### src/rtl/stb_pkg.sv
// ----------------------------------------------------------------------------
// stb_pkg
// Shared types and codes for the soft timer bank: command and response
// beats, operation and mode codes, signal groups between controller and datapath.
// ----------------------------------------------------------------------------
package stb_pkg;

	typedef logic [2:0] op_t;
	typedef logic [1:0] mode_t;

	localparam op_t OP_TICK     = 3'd0;
	localparam op_t OP_REGISTER = 3'd1;
	localparam op_t OP_CHANGE   = 3'd2;
	localparam op_t OP_CHECK    = 3'd3;
	localparam op_t OP_POLL     = 3'd4;

	localparam mode_t MODE_ONCE    = 2'd0;
	localparam mode_t MODE_AUTO    = 2'd1;
	localparam mode_t MODE_FOREVER = 2'd2;

	localparam int TICKS_W = 32;
	localparam int INDEX_W = 3;
	// wide enough to compare an index against a bank size of up to 127
	localparam int CMP_W   = 7;

	typedef struct packed {
		op_t                op;
		logic [INDEX_W-1:0] timer_index;
		mode_t              mode;
		logic [TICKS_W-1:0] ticks;
	} cmd_t;

	typedef struct packed {
		logic due;
		logic status;
	} rsp_t;

	typedef struct packed {
		logic accept;
		logic walk_rd;
	} ctl_t;

	typedef struct packed {
		logic walk_last;
	} stat_t;

endpackage

### src/rtl/stb_ctrl.sv
// ----------------------------------------------------------------------------
// stb_ctrl
// Sequencer for the timer bank: takes command beats, runs the tick walk over
// all timers and raises the response strobe.
// ----------------------------------------------------------------------------
module stb_ctrl (
	input  logic           clk,
	input  logic           arst_n,
	input  logic           start,
	input  stb_pkg::op_t   op,
	input  stb_pkg::stat_t stat,
	output stb_pkg::ctl_t  ctl,
	output logic           busy,
	output logic           done
);
	import stb_pkg::*;

	typedef enum logic [1:0] {
		S_IDLE,
		S_WALK,
		S_DRAIN
	} state_t;

	state_t state_q;
	logic   done_q;

	always_ff @(posedge clk or negedge arst_n) begin
		if (!arst_n) begin
			state_q <= S_IDLE;
			done_q  <= 1'b0;
		end else begin
			done_q <= 1'b0;
			unique case (state_q)
				S_IDLE: begin
					if (start) begin
						if (op == OP_TICK) begin
							state_q <= S_WALK;
						end else begin
							done_q <= 1'b1;
						end
					end
				end
				S_WALK: begin
					if (stat.walk_last) begin
						state_q <= S_DRAIN;
					end
				end
				S_DRAIN: begin
					// last timer is written back this cycle
					done_q  <= 1'b1;
					state_q <= S_IDLE;
				end
				default: begin
					state_q <= S_IDLE;
				end
			endcase
		end
	end

	assign busy        = (state_q != S_IDLE);
	assign ctl.accept  = start && (state_q == S_IDLE);
	assign ctl.walk_rd = (state_q == S_WALK);
	assign done        = done_q;

endmodule

### src/rtl/stb_datapath.sv
// ----------------------------------------------------------------------------
// stb_datapath
// Timer storage and the shared decrementer. Counts and reload values sit in
// memories; registered, due and mode bits sit in flops per timer.
// ----------------------------------------------------------------------------
module stb_datapath #(
	parameter int NUM_TIMERS = 8
) (
	input  logic           clk,
	input  logic           arst_n,
	input  stb_pkg::ctl_t  ctl,
	input  stb_pkg::cmd_t  cmd,
	output stb_pkg::stat_t stat,
	output stb_pkg::rsp_t  rsp
);
	import stb_pkg::*;

	localparam int AW = (NUM_TIMERS > 1) ? $clog2(NUM_TIMERS) : 1;

	logic [TICKS_W-1:0] remaining_mem [NUM_TIMERS];
	logic [TICKS_W-1:0] reload_mem    [NUM_TIMERS];

	logic [NUM_TIMERS-1:0] registered_q;
	logic [NUM_TIMERS-1:0] due_q;
	logic [NUM_TIMERS-1:0] auto_q;
	logic [NUM_TIMERS-1:0] forever_q;

	logic [AW-1:0]      cnt_q;
	logic               valid_s1;
	logic [AW-1:0]      addr_s1;
	logic [TICKS_W-1:0] rem_s1;
	logic [TICKS_W-1:0] rel_s1;
	rsp_t               rsp_q;

	logic [CMP_W-1:0]   idx_w;
	logic               in_bank;
	logic [AW-1:0]      addr;
	logic               reg_hit;
	logic               is_reg;
	logic               is_change;
	logic               is_check;
	logic               is_poll;
	rsp_t               rsp_d;

	logic               dec_en;
	logic               hit_zero;
	logic [TICKS_W-1:0] dec_val;
	logic [TICKS_W-1:0] wb_val;

	// command decode
	always_comb begin
		idx_w     = CMP_W'(cmd.timer_index);
		in_bank   = idx_w < CMP_W'(NUM_TIMERS);
		addr      = AW'(idx_w);
		reg_hit   = in_bank && registered_q[addr];
		is_reg    = 1'b0;
		is_change = 1'b0;
		is_check  = 1'b0;
		is_poll   = 1'b0;
		unique case (cmd.op)
			OP_REGISTER: is_reg    = 1'b1;
			OP_CHANGE:   is_change = 1'b1;
			OP_CHECK:    is_check  = 1'b1;
			OP_POLL:     is_poll   = 1'b1;
			default:     ;
		endcase
		rsp_d.due    = (is_check || is_poll) && reg_hit && due_q[addr];
		rsp_d.status = (is_reg && !in_bank)
			|| ((is_change || is_check || is_poll) && !reg_hit);
	end

	// shared decrementer on the walk stage
	always_comb begin
		dec_en   = valid_s1 && registered_q[addr_s1] && (rem_s1 != '0);
		hit_zero = (rem_s1 == TICKS_W'(1));
		dec_val  = rem_s1 - TICKS_W'(1);
		wb_val   = (hit_zero && auto_q[addr_s1]) ? rel_s1 : dec_val;
	end

	always_ff @(posedge clk or negedge arst_n) begin
		if (!arst_n) begin
			registered_q <= '0;
			due_q        <= '0;
			auto_q       <= '0;
			forever_q    <= '0;
			cnt_q        <= '0;
			valid_s1     <= 1'b0;
			rsp_q        <= '0;
		end else begin
			valid_s1 <= ctl.walk_rd;
			if (ctl.accept) begin
				cnt_q <= '0;
				rsp_q <= rsp_d;
				if (is_reg && in_bank) begin
					registered_q[addr] <= 1'b1;
					due_q[addr]        <= 1'b0;
					auto_q[addr]       <= (cmd.mode == MODE_AUTO);
					forever_q[addr]    <= (cmd.mode == MODE_FOREVER);
				end
				if (is_change && reg_hit) begin
					auto_q[addr]    <= (cmd.mode == MODE_AUTO);
					forever_q[addr] <= (cmd.mode == MODE_FOREVER);
				end
				if ((is_check || (is_poll && !forever_q[addr])) && reg_hit) begin
					due_q[addr] <= 1'b0;
				end
			end else if (ctl.walk_rd) begin
				cnt_q <= cnt_q + AW'(1);
			end
			if (dec_en && hit_zero) begin
				due_q[addr_s1] <= 1'b1;
			end
		end
	end

	// count and reload memories
	always_ff @(posedge clk) begin
		if (ctl.accept && is_reg && in_bank) begin
			remaining_mem[addr] <= cmd.ticks;
			reload_mem[addr]    <= cmd.ticks;
		end else if (ctl.accept && is_change && reg_hit) begin
			reload_mem[addr] <= cmd.ticks;
		end
		if (dec_en) begin
			remaining_mem[addr_s1] <= wb_val;
		end
		if (ctl.walk_rd) begin
			rem_s1  <= remaining_mem[cnt_q];
			rel_s1  <= reload_mem[cnt_q];
			addr_s1 <= cnt_q;
		end
	end

	assign stat.walk_last = (cnt_q == AW'(NUM_TIMERS - 1));
	assign rsp            = rsp_q;

endmodule

### src/rtl/soft_timer_bank_unit.sv
// ----------------------------------------------------------------------------
// soft_timer_bank_unit
// Bank of down-counting timers with once, auto reload and forever modes,
// addressed by index, with due flags read by check and dispatch poll.
//
//   channel   handshake          beat
//   command   start && !busy     cmd  (op, timer_index, mode, ticks)
//   response  done, one cycle    rsp  (due, status)
//
// Register, change, check and poll answer in the cycle after the command beat:
// busy stays low, so beats can follow back to back. A tick walks the timers
// through one shared decrementer, one timer a cycle, with busy high until the
// response. Reset clears all registered bits; counts need no clearing pass.
// The receiver cannot stall the response.
// ----------------------------------------------------------------------------
module soft_timer_bank_unit #(
	parameter int NUM_TIMERS = 8
) (
	input  logic          clk,
	input  logic          arst_n,
	input  logic          start,
	input  stb_pkg::cmd_t cmd,
	output logic          busy,
	output logic          done,
	output stb_pkg::rsp_t rsp
);
	import stb_pkg::*;

	ctl_t  ctl;
	stat_t stat;

	stb_ctrl u_ctrl (
		.clk    (clk),
		.arst_n (arst_n),
		.start  (start),
		.op     (cmd.op),
		.stat   (stat),
		.ctl    (ctl),
		.busy   (busy),
		.done   (done)
	);

	stb_datapath #(
		.NUM_TIMERS (NUM_TIMERS)
	) u_datapath (
		.clk    (clk),
		.arst_n (arst_n),
		.ctl    (ctl),
		.cmd    (cmd),
		.stat   (stat),
		.rsp    (rsp)
	);

endmodule
### config.mk
export PLATFORM = sky130hd
export DESIGN_NAME = soft_timer_bank_unit
export DESIGN_NICKNAME = d
export VERILOG_FILES = /design/src/rtl/stb_pkg.sv /design/src/rtl/stb_ctrl.sv /design/src/rtl/stb_datapath.sv /design/src/rtl/soft_timer_bank_unit.sv
export SDC_FILE = /design/constraint.sdc
export NUM_CORES = 1
export LEC_CHECK = 0
export BUFFER_PORTS_ARGS = -buffer_cell sky130_fd_sc_hd__buf_2
export CORE_UTILIZATION = 40
export DETAILED_ROUTE_END_ITERATION = 8
export GPL_TIMING_DRIVEN = 0
export HOLD_SLACK_MARGIN = 0.15
export SYNTH_ARGS = -nofsm -noshare
export SYNTH_HDL_FRONTEND = slang
export SYNTH_SLANG_ARGS = --single-unit
export TNS_END_PERCENT = 30
### constraint.sdc
create_clock -name clk -period 4.79 [get_ports clk]
set_input_delay 0.479 -clock clk [delete_from_list [all_inputs] [get_ports clk]]
set_output_delay 0.479 -clock clk [all_outputs]
set_load 0.005 [all_outputs]
==> results of run 1 <==
==> metal layers <==
metal,part of all wire (%),up-vias,routed length [um]
li1,-,6228,-
met1,43,7762,29700
met2,50,425,34700
met3,5.2,107,3630
met4,2.6,0,1780
met5,0,-,0
==> worst max-delay path by stage <==
| stage | slack (ns) | end | cells after the start | startpoint |
|---|---|---|---|---|
| finish | 0.52 | u_datapath.remaining_mem[6][17] | 10 | u_datapath.rem_s1[8] |
| CTS | 0.34 | u_datapath.remaining_mem[6][17] | 10 | u_datapath.rem_s1[4] |
| detailed placement | 0.38 | u_datapath.remaining_mem[6][16] | 10 | u_datapath.rem_s1[4] |
| global placement | -2.61 | u_datapath.remaining_mem[0][15] | 6 | cmd[34] |
| floorplan | 0.84 | u_datapath.remaining_mem[4][0] | 5 | cmd[34] |
| global route | 0.28 | u_datapath.remaining_mem[6][16] | 10 | u_datapath.rem_s1[8] |
==> kinds of logic after synthesis <==
family	synth area share [%]
DFF	66.8
muxes	26.1
and+or+nand+nor	3.06
buffers and inverters	1.38
AOI/OAI and AO/OA	1.59
xor gates and xnor gates	0.858
adders and majority gates	0.227
==> cell usage after synthesis, types with 18 or more instances <==
library cell	count
mux2_2	273
buf_2	24
xor2_1	22
mux4_2	131
mux2_4	28
nand2_1	30
edfxtp_1	579
nor2_1	22
clkbuf_1	37
buf_1	18
dfrtp_1	41
mux2_1	60
o21ai_0	25
==> cell type report <==
class	count	area, sq um
Sequential cell	620	18400
Buffer	81	349
Clock buffer	81	1810
Multi-Input combinational cell	748	8930
Timing Repair Buffer	70	728
Clock inverter	39	231
Fill cell	5646	36000
Tap cell	873	1090
Antenna cell	1	2.50
Inverter	8	32.5
==> registers in the layout (all words and copies together) (netlist names), 2 cells and up <==
register / count
u_datapath.auto_q: 8
u_datapath.reload_mem: 256
u_datapath.registered_q: 8
u_ctrl.state_q: 2
u_datapath.rel_s1: 32
u_datapath.cnt_q: 3
u_datapath.forever_q: 8
u_datapath.rsp: 2
u_datapath.due_q: 8
u_datapath.rem_s1: 32
u_datapath.remaining_mem: 256
u_datapath.addr_s1: 3
==> cell usage in the layout, fill, tap and decap left out, drive strengths merged, types with 7 or more instances in the layout <==
| master | count |
|---|---|
| buf | 111 |
| clkbuf | 119 |
| clkinv | 34 |
| dfrtp | 41 |
| edfxtp | 579 |
| inv | 9 |
| mux2 | 361 |
| mux2i | 7 |
| mux4 | 131 |
| nand2 | 30 |
| nand2b | 8 |
| nand3 | 12 |
| nor2 | 22 |
| nor2b | 11 |
| nor3 | 8 |
| nor4 | 17 |
| o21a | 10 |
| o21ai | 25 |
| o21bai | 14 |
| or3 | 9 |
| or4 | 10 |
| xor2 | 22 |
==> through the flow <==
stage          util [%]  hold slack [ns]  area (sq um)  power, W
2_1_floorplan         -            0.183         27600    0.0100
3_3_place_gp       42.7            0.445         28900    0.0114
3_5_place_dp       43.6            0.454         29500    0.0115
4_1_cts            46.7            0.224         31600    0.0165
5_1_grt            46.7            0.247         31600    0.0170
6_report           46.7            0.257         31600    0.0163
==> report_power, final <==
group / total, W / leakage, nW / internal [W] / switching, W
Sequential: 0.00707 / 5.78 / 0.00670 / 0.000373
Clock: 0.00491 / 1.01 / 0.00280 / 0.00211
Combinational: 0.00434 / 3.50 / 0.00195 / 0.00239
==> worst reg2reg max path: stages, from the launching register on <==
cell	delay, ns
edfxtp_1	0.46
nor4_1	0.58
nand2_1	0.63
nor4_4	0.59
a211oi_1	0.20
nor2b_1	0.17
clkbuf_1	0.24
buf_2	0.32
o21bai_4	0.36
buf_16	0.26
buf_16	0.17
==> results.py, run 1 <==
metrics = {
    "route": {
        "postRouteAntennaNets": 0,
        "dr.pass1.iters": 5,
        "wirelength_mm": 69.8,
        "wl_per_cell_um": 27.7,
        "via_per_inst": 5.76,
        "drtIter0Drc": 1139,
        "vias": 14522,
        "drcViolationCount": 0,
    },
    "logic_synthesis": {
        "synth_area_sq_mm": 0.0276,
        "synth_cell_types": 51,
        "ys_ff_latch": 620,
        "synth_area_leader_cell": "edfxtp_1",
        "synth_top_cell_area_share_pct": 63.1,
        "ys_seq_area_share_pct": 66.8,
        "synth_edf_count": 579,
        "syn_nets": 1505,
        "avgSynthCellArea_sq_um": 18.9,
        "syn_inst": 1457,
        "yosys_warnings": 0,
        "synthArstFlopShare_pct": 6.61,
        "synthTopCellsByArea": "edfxtp_1 63%, mux2_2 11%, mux4_2 11%",
        "ys.flop_type": "edfxtp_1",
    },
    "worst_setup_path": {
        "crit_chain": "nor4_1, nand2_1, nor4_4, a211oi_1, nor2b_1, clkbuf_1, buf_2, o21bai_4, buf_16, buf_16",
        "slowest_stage": "nand2_1",
        "reg2reg_slack_ns": 0.52,
        "endpoint_kind": "flip-flop",
        "worstRegToRegCells": 10,
        "startpoint_type": "flip-flop",
        "path_delay_family": "simple AND/OR/NAND/NOR gates",
        "arrival_ns": 4.61,
        "path_class": "reg -> reg",
        "cp.required_ns": 5.13,
        "path_buf_inv": 4,
        "r2r-end": "u_datapath.remaining_mem[6][17]",
        "cpPeakStageDelay_ns": 0.63,
        "rr_startpoint": "u_datapath.rem_s1[8]",
        "crit_top_cell": "buf_16",
        "crit_fanout": 12,
    },
    "placement": {
        "portBuffers": 46,
        "dpl_worst_slack_ns": 0.380,
        "dpl.hpwl_mm": 44.6,
        "gp_congestion": 0.817,
        "dp_cells": 2397,
    },
    "floorplanning": {
        "pin_count": 47,
        "dieArea_sq_mm": 0.0700,
        "die_x_um": 265,
        "rows": 95,
        "chipHeight_um": 265,
        "core_sq_mm": 0.0676,
        "start_util_pct": 40.8,
    },
    "cts": {
        "cts_num_sinks": 620,
        "clk_path_buf_depth": 3,
        "ctsHoldBuffers": 2,
        "htreeDepth": 3,
        "root_buffer": "clkbuf_16",
        "cts_tree": "yes",
        "cts_made_buffers": 68,
        "cts_setup_buffers": 0,
        "cts_resized": 0,
        "clkLatencyLatePin_ns": 0.61,
        "clk_transition_reported_paths_ns": 0.06,
    },
    "grt": {
        "grtUsageMet1_pct": 27.1,
        "grt_pass1_vias": 15119,
        "use_met2_pct": 33.9,
        "top_usage_layer": "met2",
        "antenna_found_initial": 1,
        "met3_usage_pct": 3.19,
        "grt_overflow": 0,
        "grt_pass1_wl_mm": 103,
        "grt_max_degree": 55,
        "grt_usage_pct": 20.3,
    },
    "sta": {
        "period_minus_slack_ns": 4.27,
        "fin_worst_skew_ns": 0.0268,
        "fin_ws_ns": 0.520,
        "worstMarginPinSlew_ns": 1.27,
        "rsz0062_at_grt": "no",
        "fmax_mhz": 234,
        "slew_headroom_pct": 15.4,
        "finalCritPeriodShare_pct": 89.2,
        "maxSlewViolCount": 0,
        "setup_viol": 0,
        "final.setup.tns_ns": 0,
        "hold_violations": 0,
    },
    "finish": {
        "area_growth_pct": 14.6,
        "drive_above_1_share_pct": 39.1,
        "fin_cells": 2521,
        "nNetsFinal": 1645,
    },
    "min_path": {
        "hold_class": "in -> reg",
        "min_from": "cmd[31]",
        "hold_depth": 1,
        "whs_endpoint": "u_datapath.reload_mem[3][31]",
    },
    "run": {
        "maxCapViolCount": 0,
    },
    "power_and_ir_drop": {
        "power.density_mw_per_mm2": 517,
        "peakVddDrop_mv": 0.253,
        "power_leakage_nw": 10.3,
    },
    "run_status": {
        "status": "complete, no violations",
    },
}
(Power assumes the default switching activity.)
==> run 2, diff against run 1 <==
Settings changed: RECOVER_POWER set to 25.
==> run 2 against run 1 <==
  * The run now ends with max-capacitance violations, max-slew violations left
  * Fmax shrank 0.86%
  * Wire length is essentially flat
  * Final cell count is the same
  * Critical path depth is the same
  * Clock power is essentially flat
==> results.py, run 2 (same netlist as run 1, synthesis figures left out) <==
metrics = {
    "run_status": {
        "status": "complete, but fails checks",
        "violations": "max-capacitance violations, max-slew violations",
    },
    "placement": {
        "dpl.hpwl_mm": 44.6,
        "placed_area_sq_mm": 0.0295,
        "gp_congestion": 0.817,
        "portBuffers": 46,
    },
    "finish": {
        "nNetsFinal": 1645,
        "stdcell_area_sq_mm": 0.0315,
        "drive_above_1_share_pct": 37.0,
        "mostFrequentLayoutCells": "579 x edfxtp_1, 273 x mux2_2, 131 x mux4_2, 81 x clkbuf_1, 71 x clkbuf_16",
        "area_growth_pct": 14.4,
        "top_regs": "u_datapath.reload_mem x256, u_datapath.remaining_mem x256",
        "final_common_cell": "edfxtp_1",
        "utilization_pct": 46.6,
    },
    "worst_setup_path": {
        "startpoint_type": "flip-flop",
        "reg2reg_slack_ns": 0.48,
        "arrival_ns": 4.65,
        "rr_startpoint": "u_datapath.rem_s1[8]",
        "crit_top_cell": "buf_16",
        "slowest_stage": "nand2_1",
        "crit_chain": "nor4_1, nand2_1, nor4_4, a211oi_1, nor2b_1, clkbuf_1, buf_2, o21bai_4, buf_16, buf_16",
        "r2r-end": "u_datapath.remaining_mem[6][17]",
        "endpoint_kind": "flip-flop",
        "cp.required_ns": 5.13,
        "crit_fanout": 12,
        "cpPeakStageDelay_ns": 0.65,
        "path_class": "reg -> reg",
        "worstRegToRegCells": 10,
    },
    "run": {
        "maxCapViolCount": 1,
    },
    "min_path": {
        "hold_depth": 3,
        "whs_endpoint": "u_datapath.rsp[1]",
        "min_from": "cmd[38]",
        "hold_class": "in -> reg",
    },
    "cts": {
        "cts_tree": "yes",
        "root_buffer": "clkbuf_16",
        "cts_made_buffers": 68,
        "cts_num_sinks": 620,
        "htreeDepth": 3,
        "clk_transition_reported_paths_ns": 0.06,
        "clkLatencyLatePin_ns": 0.61,
        "cts_setup_buffers": 0,
        "clk_path_buf_depth": 3,
    },
    "grt": {
        "grt_pass1_wl_mm": 103,
        "grt_max_degree": 55,
        "grt_usage_pct": 20.3,
        "antenna_found_initial": 1,
        "grt_overflow": 0,
        "grt_pass1_vias": 15119,
    },
    "route": {
        "postRouteAntennaNets": 0,
        "drt-met1-wl_mm": 29.7,
        "vias": 14554,
        "drtIter0Drc": 1099,
        "routed-wl-met3_mm": 3.55,
        "drcViolationCount": 0,
        "dr.pass1.iters": 7,
        "wl_per_cell_um": 27.7,
        "top_layer_used": "met4",
        "via_per_inst": 5.77,
        "wirelength_mm": 69.8,
        "route.met2.wl_mm": 34.7,
    },
    "floorplanning": {
        "dieArea_sq_mm": 0.0700,
        "rows": 95,
        "chipHeight_um": 265,
        "die_x_um": 265,
        "core_sq_mm": 0.0676,
        "start_util_pct": 40.8,
        "pin_count": 47,
    },
    "sta": {
        "fin_worst_skew_ns": 0.0265,
        "maxSlewViolCount": 42,
        "hold_violations": 0,
        "period_minus_slack_ns": 4.31,
        "worstMarginPinSlew_ns": 2.23,
        "slew_headroom_pct": -48.4,
        "setup_viol": 0,
        "fmax_mhz": 232,
        "rsz0062_at_grt": "no",
        "finalCritPeriodShare_pct": 89.9,
    },
    "power_and_ir_drop": {
        "peakVddDrop_mv": 0.253,
        "power.density_mw_per_mm2": 518,
        "power_w": 0.0163,
        "power_leakage_nw": 10.2,
    },
}
run 2: cell types whose count changed in the layout (fill, tap and decap cells not counted), sizes merged:
cell,previous run,this run
buf,111,77
clkbuf,119,153
clkinvlp,2,3
inv,9,8
run 2: final cells by class:
class | count | area [sq um]
Sequential cell | 620 | 18400
Clock buffer | 81 | 1810
Fill cell | 5662 | 36100
Multi-Input combinational cell | 748 | 8930
Inverter | 8 | 31.3
Timing Repair Buffer | 70 | 686
Antenna cell | 1 | 2.50
Clock inverter | 39 | 231
Tap cell | 873 | 1090
Buffer | 81 | 349
run 2: through the flow:
stage | hold WS (ns) | setup TNS, ns | instances | worst slack [ns]
after detailed placement | 0.454 | 0 | 2397 | 0.380
after global placement | 0.445 | -620.79 | 2376 | -2.61
after floorplan | 0.183 | 0 | 1457 | 0.844
after global routing | 0.298 | 0 | 2521 | 0.276
after CTS | 0.224 | 0 | 2519 | 0.340
final | 0.275 | 0 | 2521 | 0.483
run 2: layer usage:
metal	vias up	GRT usage, %
li1	6235	-
met1	7815	27.1
met2	395	33.9
met3	109	3.19
met4	0	6.73
met5	-	0
run 2: power breakdown:
part	switching [W]	internal, W
clock network	0.00212	0.00280
logic	0.00239	0.00195
registers	0.000372	0.00670
total	0.00488	0.0115
run 2: critical path: cells and delay by family, from the launching register on:
family                 cells  cell delay [ns]
buffers and inverters      4             1.00
DFF                        1             0.46
AOI/OAI and AO/OA          2             0.56
and+or+nand+nor            4             2.01
run 2: worst max path at each step:
stage                               from                         endpoint  slack (ns)  cells after the start
floorplan                        cmd[34]   u_datapath.remaining_mem[4][0]        0.84                      5
global route        u_datapath.rem_s1[8]  u_datapath.remaining_mem[6][16]        0.28                     10
global placement                 cmd[34]  u_datapath.remaining_mem[0][15]       -2.61                      6
detailed placement  u_datapath.rem_s1[4]  u_datapath.remaining_mem[6][16]        0.38                     10
CTS                 u_datapath.rem_s1[4]  u_datapath.remaining_mem[6][17]        0.34                     10
finish              u_datapath.rem_s1[8]  u_datapath.remaining_mem[6][17]        0.48                     10
run 2: timing repair:
item                                    4_1_cts  5_1_grt
hold endpoints to repair                     42        0
hold buffers                                  2        0
endpoints found under the setup margin        0        0
gates resized for setup                       0        0
